==> config.mk <==
export PLATFORM = sky130hd
export DESIGN_NAME = psht_mod
export DESIGN_NICKNAME = d
export VERILOG_FILES = /design/src/rtl/psht_pkg.sv /design/src/rtl/psht_mod.sv
export SDC_FILE = /design/constraint.sdc
export NUM_CORES = 1
export LEC_CHECK = 0
export BUFFER_PORTS_ARGS = -buffer_cell sky130_fd_sc_hd__buf_2
export CORE_MARGIN = 4
export CORE_UTILIZATION = 34
export CTS_BUF_LIST = sky130_fd_sc_hd__clkbuf_2 sky130_fd_sc_hd__clkbuf_4 sky130_fd_sc_hd__clkbuf_8
export DETAILED_ROUTE_END_ITERATION = 8
export GPL_TIMING_DRIVEN = 0
export PLACE_DENSITY = 0.64
export REMOVE_ABC_BUFFERS = 1
export SYNTH_ARGS = -nofsm -noshare
export SYNTH_HDL_FRONTEND = slang
export SYNTH_SLANG_ARGS = --single-unit
==> constraint.sdc <==
create_clock -name clk -period 2.55 [get_ports clk]
set_input_delay 0.6375 -clock clk [delete_from_list [all_inputs] [get_ports clk]]
set_output_delay 0.6375 -clock clk [all_outputs]
set_load 0.02 [all_outputs]
==> src/rtl/psht_pkg.sv <==
// Shared types and constants for the page slot hash table.
package psht_pkg;

  localparam int OP_W     = 2;
  localparam int FILE_W   = 16;
  localparam int PAGE_W   = 32;
  localparam int SLOT_W   = 10;
  localparam int STATUS_W = 3;

  localparam int IN_TDATA_W  = 64;
  localparam int OUT_TDATA_W = 16;

  localparam int SUM_W   = 33;
  localparam int DIGIT_W = 8;
  localparam int DIGITS  = (SUM_W + DIGIT_W - 1) / DIGIT_W;
  localparam int PAD_W   = DIGITS * DIGIT_W;
  localparam int CNT_W   = (DIGITS > 1) ? $clog2(DIGITS) : 1;

  typedef enum logic [OP_W-1:0] {
    OP_SEARCH = 2'd0,
    OP_INSERT = 2'd1,
    OP_DELETE = 2'd2,
    OP_NOP    = 2'd3
  } op_t;

  typedef enum logic [STATUS_W-1:0] {
    ST_OK        = 3'd0,
    ST_NOT_FOUND = 3'd1,
    ST_REDUNDANT = 3'd2,
    ST_NEGATIVE  = 3'd3,
    ST_FULL      = 3'd4
  } status_t;

  typedef enum logic [2:0] {
    S_CLEAR,
    S_IDLE,
    S_DIV,
    S_READ,
    S_EVAL
  } state_t;

  typedef struct packed {
    logic              valid;
    logic [FILE_W-1:0] file_id;
    logic [PAGE_W-1:0] page_number;
    logic [SLOT_W-1:0] slot;
  } entry_t;

endpackage

==> src/rtl/psht_mod.sv <==
// Iterative remainder of the key sum magnitude by the bucket count, one byte per cycle.
module psht_mod #(
  parameter int BUCKETS = 64,
  localparam int RW = (BUCKETS > 1) ? $clog2(BUCKETS) : 1
) (
  input  logic                     clk,
  input  logic                     rst_n,
  input  logic                     start,
  input  logic [psht_pkg::SUM_W-1:0] mag,
  output logic                     done,
  output logic [RW-1:0]            rem
);
  import psht_pkg::*;

  localparam logic [RW:0] BK = (RW + 1)'(BUCKETS);

  logic             busy_r, busy_nxt;
  logic [CNT_W-1:0] cnt_r, cnt_nxt;
  logic [PAD_W-1:0] sh_r, sh_nxt;
  logic [RW-1:0]    rem_r, rem_nxt;
  logic [RW-1:0]    step_rem;

  always_comb begin
    logic [RW:0]   t;
    logic [RW-1:0] r;
    r = rem_r;
    for (int i = 0; i < DIGIT_W; i++) begin
      t = {r, sh_r[PAD_W-1-i]};
      if (t >= BK) begin
        t = t - BK;
      end
      r = t[RW-1:0];
    end
    step_rem = r;
  end

  assign done = busy_r && (cnt_r == CNT_W'(DIGITS - 1));
  assign rem  = rem_r;

  always_comb begin
    busy_nxt = busy_r;
    cnt_nxt  = cnt_r;
    sh_nxt   = sh_r;
    rem_nxt  = rem_r;
    if (start) begin
      busy_nxt = 1'b1;
      cnt_nxt  = '0;
      sh_nxt   = PAD_W'(mag);
      rem_nxt  = '0;
    end else if (busy_r) begin
      sh_nxt  = sh_r << DIGIT_W;
      rem_nxt = step_rem;
      cnt_nxt = cnt_r + CNT_W'(1);
      if (done) begin
        busy_nxt = 1'b0;
      end
    end
  end

  always_ff @(posedge clk) begin
    if (!rst_n) begin
      busy_r <= 1'b0;
      cnt_r  <= '0;
    end else begin
      busy_r <= busy_nxt;
      cnt_r  <= cnt_nxt;
    end
    sh_r  <= sh_nxt;
    rem_r <= rem_nxt;
  end

endmodule

# ---- After elaboration in Yosys (flattened, before gate mapping)
# Index checks and enable logic that the tools add are counted.
dict set report op_classes {
  addsub 9
  magnitude_cmp 8
  n_eq_ne 1
  muxes 13
  n_bitwise 1
  reduce_logical 3
}
# op n
set op_table {}
lappend op_table {{two-way mux 33 bit} 2}
lappend op_table {{greater-or-equal comparator 7 bit (second input constant)} 8}
lappend op_table {{two-way mux 6 bit} 8}
lappend op_table {{subtractor 6 x 1 -> 6 bit (second input constant)} 8}
lappend op_table {{adder 3 x 1 -> 3 bit (second input constant)} 1}
lappend op_table {{equality test 3 bit (second input constant)} 1}
lappend op_table {{two-way mux 1 bit} 3}
lappend op_table {{nonzero test 2 bit} 1}
lappend op_table {{OR reduction 2 bit} 1}
lappend op_table {{logical AND 1 bit} 1}
lappend op_table {{NOT 1 bit} 1}
dict set report totals {
  register_bits 50
  in_bits 36
  word_cells 40
}

# ---- Logic depth before layout (Yosys ltp)
dict set report depth {
  ltp_word 16
  ltp_mapped 4
  ltp_nobuf 4
}

# ---- Least setup slack after synthesis
# Ideal clock, no wire load.
dict set report synth_timing {
  path_type {in2reg}
  start {in start}
  end {reg sh_r[0] (enable)}
  setup_time_ns 0.383
  arrival_time_ns 1.393
  required_time_ns 2.167
  slack_ns 0.774
  path_stages 2
  n_path_buf 1
  path_cell_list {buf_2 -> or2_1}
}
dict set report synth_between {
  elab_chain_cells 1
}
# element line
set synth_rtl {}
lappend synth_rtl {{start, declared} psht_mod.sv:8} ;# input logic start,
lappend synth_rtl {{nonzero test 2 bit (no source line)} --}
lappend synth_rtl {{end signal, assigned} psht_mod.sv:68} ;# sh_r <= sh_nxt;
lappend synth_rtl {{end, declared} psht_mod.sv:19} ;# logic [PAD_W-1:0] sh_r, sh_nxt;
# Every way passes these cells.
# A chain may end at the register's enable or synchronous reset.

# ---- Final worst setup path
dict set report layout_timing {
  start {reg busy_r}
  end {out done}
}
dict set report layout_between {
  elab_chain_cells 1
}
# element line
set layout_rtl {}
lappend layout_rtl {{start, declared} psht_mod.sv:17} ;# logic busy_r, busy_nxt;
lappend layout_rtl {{start signal, assigned} psht_mod.sv:65} ;# busy_r <= busy_nxt;
lappend layout_rtl {{logical AND 1 bit} psht_mod.sv:37} ;# assign done = busy_r && (cnt_r == CNT_W'(DIGITS - 1));
lappend layout_rtl {{end, declared} psht_mod.sv:10} ;# output logic done,
# Every way passes these cells.

==> flow_metrics.py <==
metrics = {
    "clocking": {
        "cts_sinks": 40,
        "hold_buffers": 0,
        "h-tree-depth": 2,
        "tritoncts": "done",
        "post_cts_buffers": 0,
        "cts.path.max_buffers": 2,
        "post_cts_resized": 0,
        "cts_root_buffer": "clkbuf_8",
        "clk_pin_slew_ns": 0.08,
        "numCtsBuffers": 5,
        "clock_latency_ns": 0.29,
    },
    "global_route": {
        "grt_usage": 0.0957,
        "antenna_found_initial": 0,
        "grt_max_degree": 40,
        "grt_pass1_vias": 964,
        "grt_overflow_total": 0,
        "grt_pass1_wl_mm": 4.39,
    },
    "routing": {
        "routed_wl_mm": 2.56,
        "drt_pass1_iterations": 4,
        "via_per_inst": 4.60,
        "ant_nets": 0,
        "drc": 0,
        "drtIter0Drc": 20,
        "num_vias": 916,
        "post_drt_wl_per_cell_um": 12.8,
    },
    "worst_hold_path": {
        "hold_class": "flip-flop to flip-flop",
    },
    "placed_design": {
        "globalplace.congestion": 0.605,
        "dp_cells": 191,
        "place_ws_ns": -0.0107,
        "numPortBuffers": 34,
        "postPlaceCellArea_mm2": 0.00182,
        "hpwl_mm": 1.71,
    },
    "sta": {
        "hold_slack_ns": 0.489,
        "fin_crit_sh": 0.887,
        "hold_viol": 0,
        "setup_viol": 0,
        "setup_tns_ns": 0,
        "skew_ns": 0.00917,
        "drv_slew": 0,
        "rsz0062_at_grt": "false",
        "fmax_mhz": 442,
        "worstMarginPinSlew_ns": 1.03,
        "relSlewSlack": 0.311,
        "layout_setup_ws_ns": 0.289,
        "fin_crit_ns": 2.26,
    },
    "yosys": {
        "synth_edf_count": 25,
        "yosysTopAreaCell": "edfxtp_1",
        "synth_commonest_cells": "edfxtp_1 (25), mux2_2 (19), dfxtp_1 (15)",
        "synth_top_area_share": 0.456,
        "synth_cells": 109,
        "yosys.cell_types.count": 22,
        "synth_seq_cells": 40,
        "ys_seq_area_frac": 0.639,
        "synth-warning-count": 0,
        "synthMostInstantiatedCell": "edfxtp_1",
        "synthFlopType": "edfxtp_1",
        "netlist_area_mm2": 0.00165,
        "synth_area_leaders": "edfxtp_1 (46%), dfxtp_1 (18%), mux2_2 (13%), mux2i_1 (7.3%), nor2_1 (2.7%)",
        "syn-mean-instance-area_um2": 15.1,
        "async_reset_ff_frac": 0,
    },
    "final_layout": {
        "fin_cells": 199,
        "antenna_cells": 0,
        "area_delta_synth_final_pct": 18.1,
        "final.fill_count": 446,
        "fin_util": 0.414,
        "nNetsFinal": 182,
        "fin_area_mm2": 0.00194,
        "layout-drive-gt1-share": 0.448,
    },
    "die": {
        "die_width_um": 77.6,
        "io_pins": 43,
        "start_util": 0.351,
        "core-area_mm2": 0.00469,
        "row_count": 25,
        "die_h_um": 77.6,
        "dieArea_mm2": 0.00602,
    },
    "power": {
        "power.total_mw": 1.44,
        "ir_worst_vdd_uv": 346,
        "p_leak_nw": 0.795,
        "power_density_mw_per_mm2": 740,
    },
    "run_status": {
        "outcome": "complete, no violations",
    },
    "setup_path": {
        "critical_path_arrival_ns": 1.62,
        "worst-setup-path-type": "flip-flop to output pin",
        "end_kind": "output pin",
        "crit_fanout": 18,
        "crit_required_ns": 1.91,
        "cp-start-kind": "flip-flop",
    },
    "flow_run": {
        "drv_cap": 0,
    },
}
[worst max-delay path, stage by stage, from the launching register on]
cell     delay (ns)
dfxtp_1        0.90
and3_1         0.26
buf_2          0.16
[flip-flops by register name, summed over array words and instances (netlist names)]
signal,flops
busy_r,1
rem,6
cnt_r,3
sh_r,30
[cell type report]
| cell class | instances | area, um^2 | area share |
|---|---|---|---|
| Sequential cell | 40 | 1050 | 0.541 |
| Multi-Input combinational cell | 61 | 520 | 0.268 |
| Timing Repair Buffer | 34 | 170 | 0.0876 |
| Clock buffer | 7 | 96.3 | 0.0496 |
| Tap cell | 54 | 67.6 | 0.0348 |
| Clock inverter | 1 | 30.0 | 0.0155 |
| Inverter | 2 | 7.51 | 0.00386 |
[worst paths after layout]
check	end	slack, ns	start	cells after the start
setup reg to reg	sh_r[21]	0.36	busy_r	1
hold reg to reg	sh_r[35]	0.49	sh_r[27]	2
setup / recovery	done	0.29	busy_r	2
hold / removal	sh_r[35]	0.49	sh_r[27]	2
[kinds of logic after synthesis]
| group | share of synthesized area |
|---|---|
| flip-flops | 0.639 |
| multiplexers | 0.203 |
| adder cells (fa/ha/maj) | 0.0152 |
| XOR/XNOR | 0.00532 |
| AND/OR/NAND/NOR | 0.0723 |
| AO/OA/AOI/OAI | 0.0205 |
| buffers and inverters | 0.0449 |
[cell usage in the layout (no fill, tap or decap)]
master / instances
nor2_2: 1
clkbuf_8: 7
mux2_2: 19
a21bo_2: 1
nand3b_2: 1
dfxtp_1: 15
a21oi_2: 1
and3_1: 1
nand2b_1: 1
edfxtp_1: 25
buf_2: 34
bufinv_16: 1
or2_1: 1
inv_1: 2
o21a_1: 1
xnor2_1: 1
ha_1: 2
mux2i_1: 12
nor2_1: 12
a21boi_0: 1
and2_1: 6
[routing by layer]
layer  part of all wire  vias up  track usage
met5                  0        -            0
met4              0.010        0       0.0427
met3              0.086        4       0.0499
met2               0.46       28        0.146
met1               0.44      428        0.112
li1                   -      456            -
[power breakdown]
part	internal, mW	switching, mW	total [mW]
sequential	0.748	0.0228	0.771
clock	0.345	0.213	0.558
combinational	0.0614	0.0472	0.109
total	1.15	0.283	1.44
Power figures use the tool's default switching activity.
